==> src/hw/rtl/dscq_pkg.sv <==
// ----------------------------------------------------------------------------
// dscq_pkg
// Shared types and constants of the deadline sorted callout queue.
// ----------------------------------------------------------------------------
package dscq_pkg;

   localparam logic [2:0] CMD_ARM_AT    = 3'd0;
   localparam logic [2:0] CMD_ARM_AFTER = 3'd1;
   localparam logic [2:0] CMD_CANCEL    = 3'd2;
   localparam logic [2:0] CMD_SERVICE   = 3'd3;
   localparam logic [2:0] CMD_QUERY     = 3'd4;

   localparam logic [15:0] INTERVAL_MIN_RESET = 16'd50;
   localparam logic [15:0] INTERVAL_MAX_RESET = 16'd50000;

   localparam logic CSR_INTERVAL_MIN = 1'b0;
   localparam logic CSR_INTERVAL_MAX = 1'b1;

   // Datapath operations requested by the controller
   localparam logic [3:0] OP_NONE      = 4'd0;
   localparam logic [3:0] OP_LOAD      = 4'd1;  // latch request, point at slot
   localparam logic [3:0] OP_RM_START  = 4'd2;  // start unlink of target
   localparam logic [3:0] OP_RM_STEP   = 4'd3;  // advance unlink walk
   localparam logic [3:0] OP_WRITE     = 4'd4;  // write slot fields
   localparam logic [3:0] OP_INS_START = 4'd5;
   localparam logic [3:0] OP_INS_STEP  = 4'd6;
   localparam logic [3:0] OP_FIRE      = 4'd7;  // pick head as target
   localparam logic [3:0] OP_REARM     = 4'd8;  // deadline += period
   localparam logic [3:0] OP_CLEAR     = 4'd9;  // cancel clears fields
   localparam logic [3:0] OP_DELAY     = 4'd10; // compute next delay
   localparam logic [3:0] OP_DELAY2    = 4'd11; // clamp next delay

   typedef struct packed {
      logic [3:0] op;
   } ctrl_type;

   typedef struct packed {
      logic target_queued;
      logic target_ok;
      logic rm_done;
      logic ins_done;
      logic head_due;
      logic has_period;
   } stat_type;

endpackage

==> src/hw/rtl/deadline_sorted_callout_queue_core.sv <==
// ----------------------------------------------------------------------------
// deadline_sorted_callout_queue_core
// A request is accepted only while the core is idle, and the next one waits
// until the last response of the current one is taken. A query or an unused
// command passes the load state and the two delay states to the output; a
// cancel of an idle slot also clears it, a service that fires nothing also
// checks the head first, and an arm of an idle slot also writes and inserts it.
// Unlinking a queued slot walks the list entries before it, and a sorted
// insert walks the entries that it passes. A service unlinks and records each
// fired slot, and rearms and reinserts a periodic one. Responses leave one per
// cycle while rsp_tready is high, and req_tready returns the cycle after the
// last one is taken. The linked-list walks set the rate.
// ----------------------------------------------------------------------------
module deadline_sorted_callout_queue_core #(
   parameter int SLOTS     = 16,
   parameter int MAX_FIRES = 64
) (
   input  logic         clock,
   input  logic         reset,
   input  logic         req_tvalid,
   output logic         req_tready,
   // cmd[2:0] slot[6:3] now[70:7] when[134:71] period[198:135] has_action[199]
   input  logic [199:0] req_tdata,
   output logic         rsp_tvalid,
   input  logic         rsp_tready,
   // fired_valid[0] fired_slot[4:1] fired_action[5] slot_done[6]
   // next_delay[22:7] more_pending[23]
   output logic [23:0]  rsp_tdata,
   output logic         rsp_tlast,
   input  logic         csr_we,
   input  logic         csr_idx,
   input  logic [15:0]  csr_data
);

   dscq_pkg::ctrl_type ctrl;
   dscq_pkg::stat_type stat;
   logic [3:0]  fire_slot;
   logic        fire_action;
   logic [15:0] delay;
   logic        target_queued;

   dscq_datapath #(.SLOTS(SLOTS)) u_dp (
      .clock, .reset, .ctrl, .stat,
      .req_cmd(req_tdata[2:0]), .req_slot(req_tdata[6:3]),
      .req_now(req_tdata[70:7]), .req_when(req_tdata[134:71]),
      .req_period(req_tdata[198:135]), .req_action(req_tdata[199]),
      .csr_we, .csr_idx, .csr_data,
      .fire_slot, .fire_action, .delay, .target_queued
   );

   dscq_controller #(.MAX_FIRES(MAX_FIRES)) u_ctl (
      .clock, .reset, .req_tvalid, .req_tready, .req_cmd(req_tdata[2:0]),
      .ctrl, .stat, .fire_slot, .fire_action, .delay, .target_queued,
      .rsp_tvalid, .rsp_tready, .rsp_tdata, .rsp_tlast
   );

endmodule

==> src/hw/rtl/dscq_datapath.sv <==
// ----------------------------------------------------------------------------
// dscq_datapath
// Slot storage, linked list and delay arithmetic of the callout queue.
// ----------------------------------------------------------------------------
module dscq_datapath #(
   parameter int SLOTS = 16
) (
   input  logic                clock,
   input  logic                reset,
   input  dscq_pkg::ctrl_type  ctrl,
   output dscq_pkg::stat_type  stat,
   input  logic [2:0]          req_cmd,
   input  logic [3:0]          req_slot,
   input  logic [63:0]         req_now,
   input  logic [63:0]         req_when,
   input  logic [63:0]         req_period,
   input  logic                req_action,
   input  logic                csr_we,
   input  logic                csr_idx,
   input  logic [15:0]         csr_data,
   output logic [3:0]          fire_slot,
   output logic                fire_action,
   output logic [15:0]         delay,
   output logic                target_queued
);

   localparam int LW = $clog2(SLOTS + 1);
   localparam int SW = $clog2(SLOTS);
   localparam logic [LW-1:0] NO_LINK = LW'(SLOTS);

   logic [63:0]   dl_ff [SLOTS];
   logic [63:0]   dl_in;
   logic [63:0]   per_ff [SLOTS];
   logic          act_ff [SLOTS];
   logic [SLOTS-1:0] q_ff, q_in;
   logic [LW-1:0] lnk_ff [SLOTS];
   logic [LW-1:0] head_ff, head_in;
   logic [15:0]   imin_ff, imax_ff;
   logic [2:0]    cmd_ff;
   logic [63:0]   now_ff, when_ff, per_in_ff;
   logic          act_in_ff;
   logic [LW-1:0] tgt_ff, tgt_in;
   logic [LW-1:0] cur_ff, cur_in;
   logic          rdone_ff, rdone_in, idone_ff, idone_in;
   logic [64:0]   diff_ff;
   logic [15:0]   delay_ff, delay_in;
   logic          wr_lnk;
   logic [SW-1:0] wr_lnk_a;
   logic [LW-1:0] wr_lnk_d;
   logic          wr_cur;

   logic [SW-1:0] t_a, c_a, h_a, cn_a;
   logic [LW-1:0] cur_next;
   logic          tgt_ok;
   logic [63:0]   head_dl;

   assign t_a     = tgt_ff[SW-1:0];
   assign c_a     = cur_ff[SW-1:0];
   assign h_a     = head_ff[SW-1:0];
   assign tgt_ok  = tgt_ff < NO_LINK;
   assign cur_next = lnk_ff[c_a];
   assign cn_a    = cur_next[SW-1:0];
   assign head_dl = dl_ff[h_a];

   always_comb begin
      head_in  = head_ff;
      q_in     = q_ff;
      tgt_in   = tgt_ff;
      cur_in   = cur_ff;
      rdone_in = rdone_ff;
      idone_in = idone_ff;
      dl_in    = dl_ff[t_a];
      wr_lnk   = 1'b0;
      wr_lnk_a = t_a;
      wr_lnk_d = NO_LINK;
      wr_cur   = 1'b0;
      case (ctrl.op)
         dscq_pkg::OP_LOAD: begin
            tgt_in = (int'(req_slot) < SLOTS) ? LW'(req_slot) : NO_LINK;
         end
         dscq_pkg::OP_RM_START: begin
            q_in[t_a] = 1'b0;
            if (head_ff == tgt_ff) begin
               head_in  = lnk_ff[t_a];
               rdone_in = 1'b1;
            end else begin
               cur_in   = head_ff;
               rdone_in = 1'b0;
            end
         end
         dscq_pkg::OP_RM_STEP: begin
            if (cur_ff >= NO_LINK) begin
               rdone_in = 1'b1;
            end else if (cur_next == tgt_ff) begin
               wr_lnk   = 1'b1;
               wr_lnk_a = c_a;
               wr_lnk_d = lnk_ff[t_a];
               rdone_in = 1'b1;
            end else begin
               cur_in = cur_next;
            end
         end
         dscq_pkg::OP_WRITE: begin
            dl_in = (cmd_ff == dscq_pkg::CMD_ARM_AT) ? when_ff : now_ff + when_ff;
         end
         dscq_pkg::OP_CLEAR: begin
            dl_in = '0;
         end
         dscq_pkg::OP_REARM: begin
            dl_in = dl_ff[t_a] + per_ff[t_a];
         end
         dscq_pkg::OP_INS_START: begin
            q_in[t_a] = 1'b1;
            if (head_ff >= NO_LINK || dl_ff[t_a] < head_dl) begin
               wr_lnk   = 1'b1;
               wr_lnk_d = head_ff;
               head_in  = tgt_ff;
               idone_in = 1'b1;
            end else begin
               cur_in   = head_ff;
               idone_in = 1'b0;
            end
         end
         dscq_pkg::OP_INS_STEP: begin
            if (cur_next >= NO_LINK || dl_ff[t_a] < dl_ff[cn_a]) begin
               wr_lnk   = 1'b1;
               wr_lnk_d = cur_next;
               wr_cur   = 1'b1;
               idone_in = 1'b1;
            end else begin
               cur_in = cur_next;
            end
         end
         dscq_pkg::OP_FIRE: begin
            tgt_in = head_ff;
         end
         default: ;
      endcase
   end

   always_ff @(posedge clock) begin
      if (ctrl.op == dscq_pkg::OP_LOAD) begin
         cmd_ff    <= req_cmd;
         now_ff    <= req_now;
         when_ff   <= req_when;
         per_in_ff <= req_period;
         act_in_ff <= req_action;
      end
      if (tgt_ok && (ctrl.op == dscq_pkg::OP_WRITE || ctrl.op == dscq_pkg::OP_CLEAR
            || ctrl.op == dscq_pkg::OP_REARM))
         dl_ff[t_a] <= dl_in;
      if (tgt_ok && ctrl.op == dscq_pkg::OP_WRITE) begin
         per_ff[t_a] <= per_in_ff;
         act_ff[t_a] <= act_in_ff;
      end
      if (tgt_ok && ctrl.op == dscq_pkg::OP_CLEAR)
         per_ff[t_a] <= '0;
      if (wr_lnk)
         lnk_ff[wr_lnk_a] <= wr_lnk_d;
      if (wr_cur)
         lnk_ff[c_a] <= tgt_ff;
      // head vs now, then clamp
      if (ctrl.op == dscq_pkg::OP_DELAY)
         diff_ff <= {1'b0, head_dl} - {1'b0, now_ff};
      tgt_ff   <= tgt_in;
      cur_ff   <= cur_in;
      rdone_ff <= rdone_in;
      idone_ff <= idone_in;
   end

   always_comb begin
      if (ctrl.op == dscq_pkg::OP_DELAY2) begin
         if (head_ff >= NO_LINK)
            delay_in = imax_ff;
         else if (diff_ff[64] || diff_ff[63:0] <= 64'(imin_ff))
            delay_in = imin_ff;
         else if (diff_ff[63:0] < 64'(imax_ff))
            delay_in = diff_ff[15:0];
         else
            delay_in = imax_ff;
      end else begin
         delay_in = delay_ff;
      end
   end

   always_ff @(posedge clock) begin
      if (reset) begin
         q_ff     <= '0;
         head_ff  <= NO_LINK;
         imin_ff  <= dscq_pkg::INTERVAL_MIN_RESET;
         imax_ff  <= dscq_pkg::INTERVAL_MAX_RESET;
         delay_ff <= '0;
      end else begin
         q_ff     <= q_in;
         head_ff  <= head_in;
         delay_ff <= delay_in;
         if (csr_we && csr_idx == dscq_pkg::CSR_INTERVAL_MIN) imin_ff <= csr_data;
         if (csr_we && csr_idx == dscq_pkg::CSR_INTERVAL_MAX) imax_ff <= csr_data;
      end
   end

   assign stat.target_queued = tgt_ok && q_ff[t_a];
   assign stat.target_ok     = tgt_ok;
   assign stat.rm_done       = rdone_ff;
   assign stat.ins_done      = idone_ff;
   assign stat.head_due      = (head_ff < NO_LINK) && (head_dl <= now_ff);
   assign stat.has_period    = per_ff[t_a] != 64'd0;
   assign fire_slot          = 4'(tgt_ff);
   assign fire_action        = act_ff[t_a];
   assign delay              = delay_ff;
   assign target_queued      = tgt_ok && q_ff[t_a];

endmodule

==> src/hw/rtl/dscq_controller.sv <==
// ----------------------------------------------------------------------------
// dscq_controller
// Sequencer for arm, cancel, service and query requests.
// ----------------------------------------------------------------------------
module dscq_controller #(
   parameter int MAX_FIRES = 64
) (
   input  logic                clock,
   input  logic                reset,
   input  logic                req_tvalid,
   output logic                req_tready,
   input  logic [2:0]          req_cmd,
   output dscq_pkg::ctrl_type  ctrl,
   input  dscq_pkg::stat_type  stat,
   input  logic [3:0]          fire_slot,
   input  logic                fire_action,
   input  logic [15:0]         delay,
   input  logic                target_queued,
   output logic                rsp_tvalid,
   input  logic                rsp_tready,
   output logic [23:0]         rsp_tdata,
   output logic                rsp_tlast
);

   localparam int FW = $clog2(MAX_FIRES + 1);

   localparam logic [3:0] S_IDLE  = 4'd0;
   localparam logic [3:0] S_LOAD  = 4'd1;
   localparam logic [3:0] S_RM0   = 4'd2;
   localparam logic [3:0] S_RM    = 4'd3;
   localparam logic [3:0] S_WR    = 4'd4;
   localparam logic [3:0] S_INS0  = 4'd5;
   localparam logic [3:0] S_INS   = 4'd6;
   localparam logic [3:0] S_SVC   = 4'd7;
   localparam logic [3:0] S_FIRE  = 4'd8;
   localparam logic [3:0] S_REARM = 4'd9;
   localparam logic [3:0] S_DLY   = 4'd10;
   localparam logic [3:0] S_DLY2  = 4'd11;
   localparam logic [3:0] S_OUT   = 4'd12;

   logic [3:0]    st_ff, st_in;
   logic [2:0]    cmd_ff, cmd_in;
   logic [FW-1:0] cnt_ff, cnt_in;
   logic          more_ff, more_in, done_ff, done_in;
   logic [3:0]    fs_ff [MAX_FIRES];
   logic          fa_ff [MAX_FIRES];
   logic [FW-1:0] rd_ff, rd_in;
   logic [3:0]    rs_ff;
   logic          ra_ff;
   logic          pend_ff, pend_in;
   logic          fire_wr;
   logic          rsp_take;

   assign rsp_take = rsp_tvalid && rsp_tready;

   always_comb begin
      st_in    = st_ff;
      cmd_in   = cmd_ff;
      cnt_in   = cnt_ff;
      more_in  = more_ff;
      done_in  = done_ff;
      rd_in    = rd_ff;
      pend_in  = pend_ff;
      fire_wr  = 1'b0;
      ctrl.op  = dscq_pkg::OP_NONE;
      case (st_ff)
         S_IDLE: begin
            if (req_tvalid) begin
               ctrl.op = dscq_pkg::OP_LOAD;
               cmd_in  = req_cmd;
               cnt_in  = '0;
               more_in = 1'b0;
               done_in = 1'b0;
               st_in   = S_LOAD;
            end
         end
         S_LOAD: begin
            case (cmd_ff)
               dscq_pkg::CMD_ARM_AT, dscq_pkg::CMD_ARM_AFTER,
               dscq_pkg::CMD_CANCEL: begin
                  if (!stat.target_ok) st_in = S_DLY;
                  else if (stat.target_queued) st_in = S_RM0;
                  else st_in = S_WR;
               end
               dscq_pkg::CMD_SERVICE: st_in = S_SVC;
               dscq_pkg::CMD_QUERY: begin
                  done_in = !target_queued;
                  st_in   = S_DLY;
               end
               default: st_in = S_DLY;
            endcase
         end
         S_RM0: begin
            ctrl.op = dscq_pkg::OP_RM_START;
            st_in   = S_RM;
         end
         S_RM: begin
            if (stat.rm_done) begin
               st_in = (cmd_ff == dscq_pkg::CMD_SERVICE) ? S_FIRE : S_WR;
            end else begin
               ctrl.op = dscq_pkg::OP_RM_STEP;
            end
         end
         S_WR: begin
            if (cmd_ff == dscq_pkg::CMD_CANCEL) begin
               ctrl.op = dscq_pkg::OP_CLEAR;
               st_in   = S_DLY;
            end else begin
               ctrl.op = dscq_pkg::OP_WRITE;
               st_in   = S_INS0;
            end
         end
         S_INS0: begin
            ctrl.op = dscq_pkg::OP_INS_START;
            st_in   = S_INS;
         end
         S_INS: begin
            if (stat.ins_done) begin
               st_in = (cmd_ff == dscq_pkg::CMD_SERVICE) ? S_SVC : S_DLY;
            end else begin
               ctrl.op = dscq_pkg::OP_INS_STEP;
            end
         end
         S_SVC: begin
            if (stat.head_due && cnt_ff < FW'(MAX_FIRES)) begin
               ctrl.op = dscq_pkg::OP_FIRE;
               st_in   = S_RM0;
            end else begin
               more_in = stat.head_due;
               st_in   = S_DLY;
            end
         end
         S_FIRE: begin
            fire_wr = 1'b1;
            cnt_in  = cnt_ff + FW'(1);
            st_in   = stat.has_period ? S_REARM : S_SVC;
         end
         S_REARM: begin
            ctrl.op = dscq_pkg::OP_REARM;
            st_in   = S_INS0;
         end
         S_DLY: begin
            ctrl.op = dscq_pkg::OP_DELAY;
            st_in   = S_DLY2;
         end
         S_DLY2: begin
            ctrl.op = dscq_pkg::OP_DELAY2;
            rd_in   = '0;
            pend_in = 1'b1;
            st_in   = S_OUT;
         end
         S_OUT: begin
            // fetch stage feeding the result register
            if (rsp_take || !pend_ff) begin
               if (pend_ff && (cnt_ff == '0 || rd_ff + FW'(1) >= cnt_ff))
                  st_in = S_IDLE;
               else if (pend_ff)
                  rd_in = rd_ff + FW'(1);
            end
         end
         default: st_in = S_IDLE;
      endcase
   end

   always_ff @(posedge clock) begin
      if (fire_wr) begin
         fs_ff[cnt_ff[FW-1:0] < FW'(MAX_FIRES) ? cnt_ff[$clog2(MAX_FIRES > 1 ?
            MAX_FIRES : 2)-1:0] : '0] <= fire_slot;
         fa_ff[cnt_ff[$clog2(MAX_FIRES > 1 ? MAX_FIRES : 2)-1:0]] <= fire_action;
      end
      rs_ff <= fs_ff[rd_in[$clog2(MAX_FIRES > 1 ? MAX_FIRES : 2)-1:0]];
      ra_ff <= fa_ff[rd_in[$clog2(MAX_FIRES > 1 ? MAX_FIRES : 2)-1:0]];
   end

   always_ff @(posedge clock) begin
      if (reset) begin
         st_ff   <= S_IDLE;
         cmd_ff  <= '0;
         cnt_ff  <= '0;
         more_ff <= 1'b0;
         done_ff <= 1'b0;
         rd_ff   <= '0;
         pend_ff <= 1'b0;
      end else begin
         st_ff   <= st_in;
         cmd_ff  <= cmd_in;
         cnt_ff  <= cnt_in;
         more_ff <= more_in;
         done_ff <= done_in;
         rd_ff   <= rd_in;
         pend_ff <= (st_ff == S_OUT && st_in == S_IDLE) ? 1'b0 : pend_in;
      end
   end

   assign req_tready = (st_ff == S_IDLE);
   assign rsp_tvalid = (st_ff == S_OUT) && pend_ff;
   assign rsp_tlast  = (cnt_ff == '0) || (rd_ff + FW'(1) >= cnt_ff);
   assign rsp_tdata  = {more_ff, delay,
                        cnt_ff != '0 ? 1'b0 : done_ff,
                        cnt_ff != '0 ? ra_ff : 1'b0,
                        cnt_ff != '0 ? rs_ff : 4'd0,
                        cnt_ff != '0};

   assert property (@(posedge clock) disable iff (reset)
      rsp_tvalid |-> st_ff == S_OUT)
      else $error("result outside output state");
   assert property (@(posedge clock) disable iff (reset)
      cnt_ff <= FW'(MAX_FIRES))
      else $error("fire count over limit");
   assert property (@(posedge clock) disable iff (reset)
      (req_tready && req_tvalid) |=> st_ff == S_LOAD)
      else $error("accept without load");

endmodule

==> config.mk <==
export PLATFORM = sky130hd
export DESIGN_NAME = deadline_sorted_callout_queue_core
export DESIGN_NICKNAME = d
export VERILOG_FILES = /design/src/hw/rtl/dscq_pkg.sv /design/src/hw/rtl/deadline_sorted_callout_queue_core.sv /design/src/hw/rtl/dscq_datapath.sv /design/src/hw/rtl/dscq_controller.sv
export SDC_FILE = /design/constraint.sdc
export NUM_CORES = 2
export LEC_CHECK = 0
export BUFFER_PORTS_ARGS = -buffer_cell sky130_fd_sc_hd__buf_2
export CORE_MARGIN = 2
export CORE_UTILIZATION = 60
export DETAILED_ROUTE_END_ITERATION = 8
export PLACE_DENSITY = 0.74
export SYNTH_ARGS = -nofsm -noshare
export SYNTH_HDL_FRONTEND = slang
export SYNTH_HIERARCHICAL = 1
export SYNTH_SLANG_ARGS = --single-unit
==> constraint.sdc <==
create_clock -name clock -period 23.5 [get_ports clock]
set_input_delay 4.7 -clock clock [delete_from_list [all_inputs] [get_ports clock]]
set_output_delay 4.7 -clock clock [all_outputs]
set_load 0.02 [all_outputs]
==> results.cfg <==
[worst_setup_path]
cp.arrival_ns = 14.39
crit_fanout = 43
slowest_delay_ns = 1.14
critPathSlowestCell = nor2_4
path_buf_inv = 3
startpoint_type = flip-flop
crit_family = compound AO/OA/AOI/OAI gates
critical_path_class = reg -> reg
end_kind = flip-flop
critPathRequiredTime_ns = 24.01

[sta]
finalHoldViolations = 0
hold_ws_ns = 0.449
finalSetupTns_ns = 0
rsz0062_at_grt = no
fin_crit_sh_pct = 59.1
maxSlewHeadroom_pct = 9.45
setup_ws_ns = 9.62
maxSlewViolCount = 0
final-setup-viol-count = 0
fmax_mhz = 72.1
worst_slew_pin_slew_ns = 1.35
clock-skew-final_ns = 0.0787
fin_crit_ns = 13.88

[clock_network]
cts_buffer_depth = 4
postCtsHoldBufs = 0
post_cts_buffers = 0
cts_sinks = 2847
cts_tree = built
cts-htree-levels = 5
clkLatencyLatePin_ns = 0.97
cts_buffers = 311
cts_resized = 0
root_buffer = clkbuf_16
clk_pin_slew_worst_paths_ns = 0.06

[logic_synthesis]
ys_ff_latch = 2847
yosys_warnings = 6
avgSynthCellArea_um2 = 15.6
ys_types = 98
synth_commonest_cells = 2737 x edfxtp_1, 1252 x mux4_2, 755 x nand2_1, 491 x a21oi_1, 432 x nor2_1
syn_nets = 9740
synth_top_area_cell = edfxtp_1
ys.flop_type = edfxtp_1
synth_area_leaders = edfxtp_1 57%, mux4_2 20%, ha_1 3.1%, nand2_1 2.0%, a21oi_1 1.7%
synthArstFlopShare_pct = 0
ys_seq_area_share_pct = 59.0
synth.top_cell.area_share_pct = 57.5
syn_inst = 9158
synth-edff-count = 2737
syn-cell-area_um2 = 143000
synthMostInstantiatedCell = edfxtp_1

[min_path]
holdCritPathClass = reg -> reg
hold_start = u_dp/delay[8]$_SDFFE_PP0N_

[run_status]
status = finished clean

[finish]
nNetsFinal = 9903
area_growth_syn_to_layout_pct = 10.1
regArea_um2 = 84400
drive_gt1_share_pct = 24.0
fin_cells = 12700
multi_input_area_um2 = 55600
fillers = 15900

[grt]
grt-ovfl-total = 0
grt_max_degree = 115
antenna_found_initial = 36
grt_pass1_wl_um = 637000
grt_use_total_pct = 36.3
grt_pass1_vias = 91400

[routing]
vias_per_cell = 7.38
drt-pass1-iter-count = 9
vias = 93900
drcViolationCount = 0
wirelength_um = 443000
ant_nets = 0
drt_iter0_drc = 14600
wire_per_inst_um = 34.8

[power]
p_per_area_nw_per_um2 = 159
irDropWorstVdd_uv = 145
p_leak_uw = 0.0523
p_total_uw = 25000

[run]
maxCapViolations = 0

[floorplan]
dieWidth_um = 492
die_y_um = 492
die_area_um2 = 242000
ioPinCount = 249
coreArea_um2 = 237000
start_util_pct = 60.3
fp-row-count = 179

[place]
gp_congestion = 1.02
dp_hpwl_um = 280000
dpl.cell_count = 12200
post-place-ws_ns = 10.30
numPortBuffers = 248
==> report_power, final <==
group	switching, uW	internal [uW]	leakage (uW)
sequential	374	7150	0.0257
clock	1960	2750	0.00473
combinational	8270	4450	0.0218
==> worst paths after layout <==
kind / slack (ns) / end / depth (start not counted)
setup / recovery: 9.62 / u_dp/dl_ff[14][46]$_DFFE_PP_ / 26
hold / removal: 0.45 / u_dp/delay[8]$_SDFFE_PP0N_ / 2
setup reg to reg: 9.62 / u_dp/dl_ff[14][46]$_DFFE_PP_ / 26
hold reg to reg: 0.45 / u_dp/delay[8]$_SDFFE_PP0N_ / 2
==> per-stage QoR <==
step	util (%)	area [um^2]
floorplan	-	143000
global placement	62.2	148000
detailed placement	62.2	148000
CTS	66.3	157000
global route	66.3	157000
finish	66.3	157000
==> placed cells by master (no fill, tap or decap), types with 40 or more instances in the layout <==
cell type / count
dfxtp_1: 101
o311a_1: 66
a211oi_1: 104
nand4_1: 87
xnor2_1: 118
buf_4: 198
nand2b_1: 40
mux2i_1: 67
nor2_1: 398
clkbuf_1: 58
o21ai_0: 261
mux2_2: 44
a21o_1: 166
edfxtp_1: 2737
clkinv_2: 52
nand3_1: 123
nor4_1: 41
xor2_1: 63
clkbuf_16: 315
o21bai_1: 47
a21oi_1: 490
nor3_1: 96
mux4_2: 1249
and3_1: 97
nand2_1: 754
a31oi_1: 64
nor2b_1: 129
clkinv_1: 54
buf_2: 248
inv_1: 229
ha_1: 357
==> layer usage <==
metal | GRT usage, % | up-vias | wire (um)
met5 | 0.117 | - | 335
met4 | 16.4 | 26 | 24200
met3 | 11.4 | 1418 | 67300
met2 | 54.3 | 7806 | 198000
met1 | 49.5 | 47100 | 153000
li1 | - | 37600 | -
==> cell type report <==
| class | instances | share of cell area (%) |
|---|---|---|
| clock inverter | 157 | 0.939 |
| sequential | 2847 | 53.6 |
| multi-input combinational | 5476 | 35.3 |
| tap | 3167 | 2.52 |
| timing repair buffer | 451 | 1.80 |
| inverter | 234 | 0.561 |
| antenna | 18 | 0.0286 |
| clock buffer | 379 | 5.20 |
==> cell families after synthesis <==
family	Yosys count	share of synthesized area, %
AOI/OAI and AO/OA	1613	7.39
xor gates and xnor gates	181	1.11
adders and majority gates	360	3.16
buffers and inverters	835	2.39
DFF	2847	59.0
muxes	1364	20.5
and+or+nand+nor	1958	6.41
==> worst register-to-register path: stages, from the launching register on <==
cell       delay, ns
dfxtp_4         0.92
buf_4           0.85
buf_4           0.91
mux4_2          0.67
mux4_2          0.56
ha_1            0.43
nand2_1         0.08
nor2_1          0.22
nor4b_1         0.29
o211ai_1        0.40
a21oi_1         0.60
o211ai_1        0.27
a21boi_0        0.51
o2111ai_1       0.29
and3_1          0.27
o21ai_0         0.88
a21oi_1         0.44
nor2b_1         0.29
nand2_1         0.10
o21ai_0         0.10
nand4_1         0.15
o211ai_1        0.28
o21ai_0         0.40
nand2b_4        0.48
nand2b_2        0.82
nor2_4          1.16
buf_4           1.07
==> sequential cells by signal, summed over array words and instances (netlist names), 5 cells and up, named ones only <==
register and cells:
u_dp/head_ff 5, u_dp/lnk_ff 80, u_dp/per_ff 1024, u_dp/when_ff 64, u_ctl/rd_ff 7, u_dp/now_ff 64, u_ctl/fa_ff 64, u_dp/imin_ff 16
u_dp/act_ff 16, u_dp/tgt_ff 5, u_ctl/fs_ff 256, u_dp/imax_ff 16, u_ctl/cnt_ff 7, u_dp/diff_ff 65, u_dp/per_in_ff 64, u_dp/dl_ff 1024
u_dp/delay 16, u_dp/cur_ff 5
Note: power is estimated with default switching activity, not from simulation.
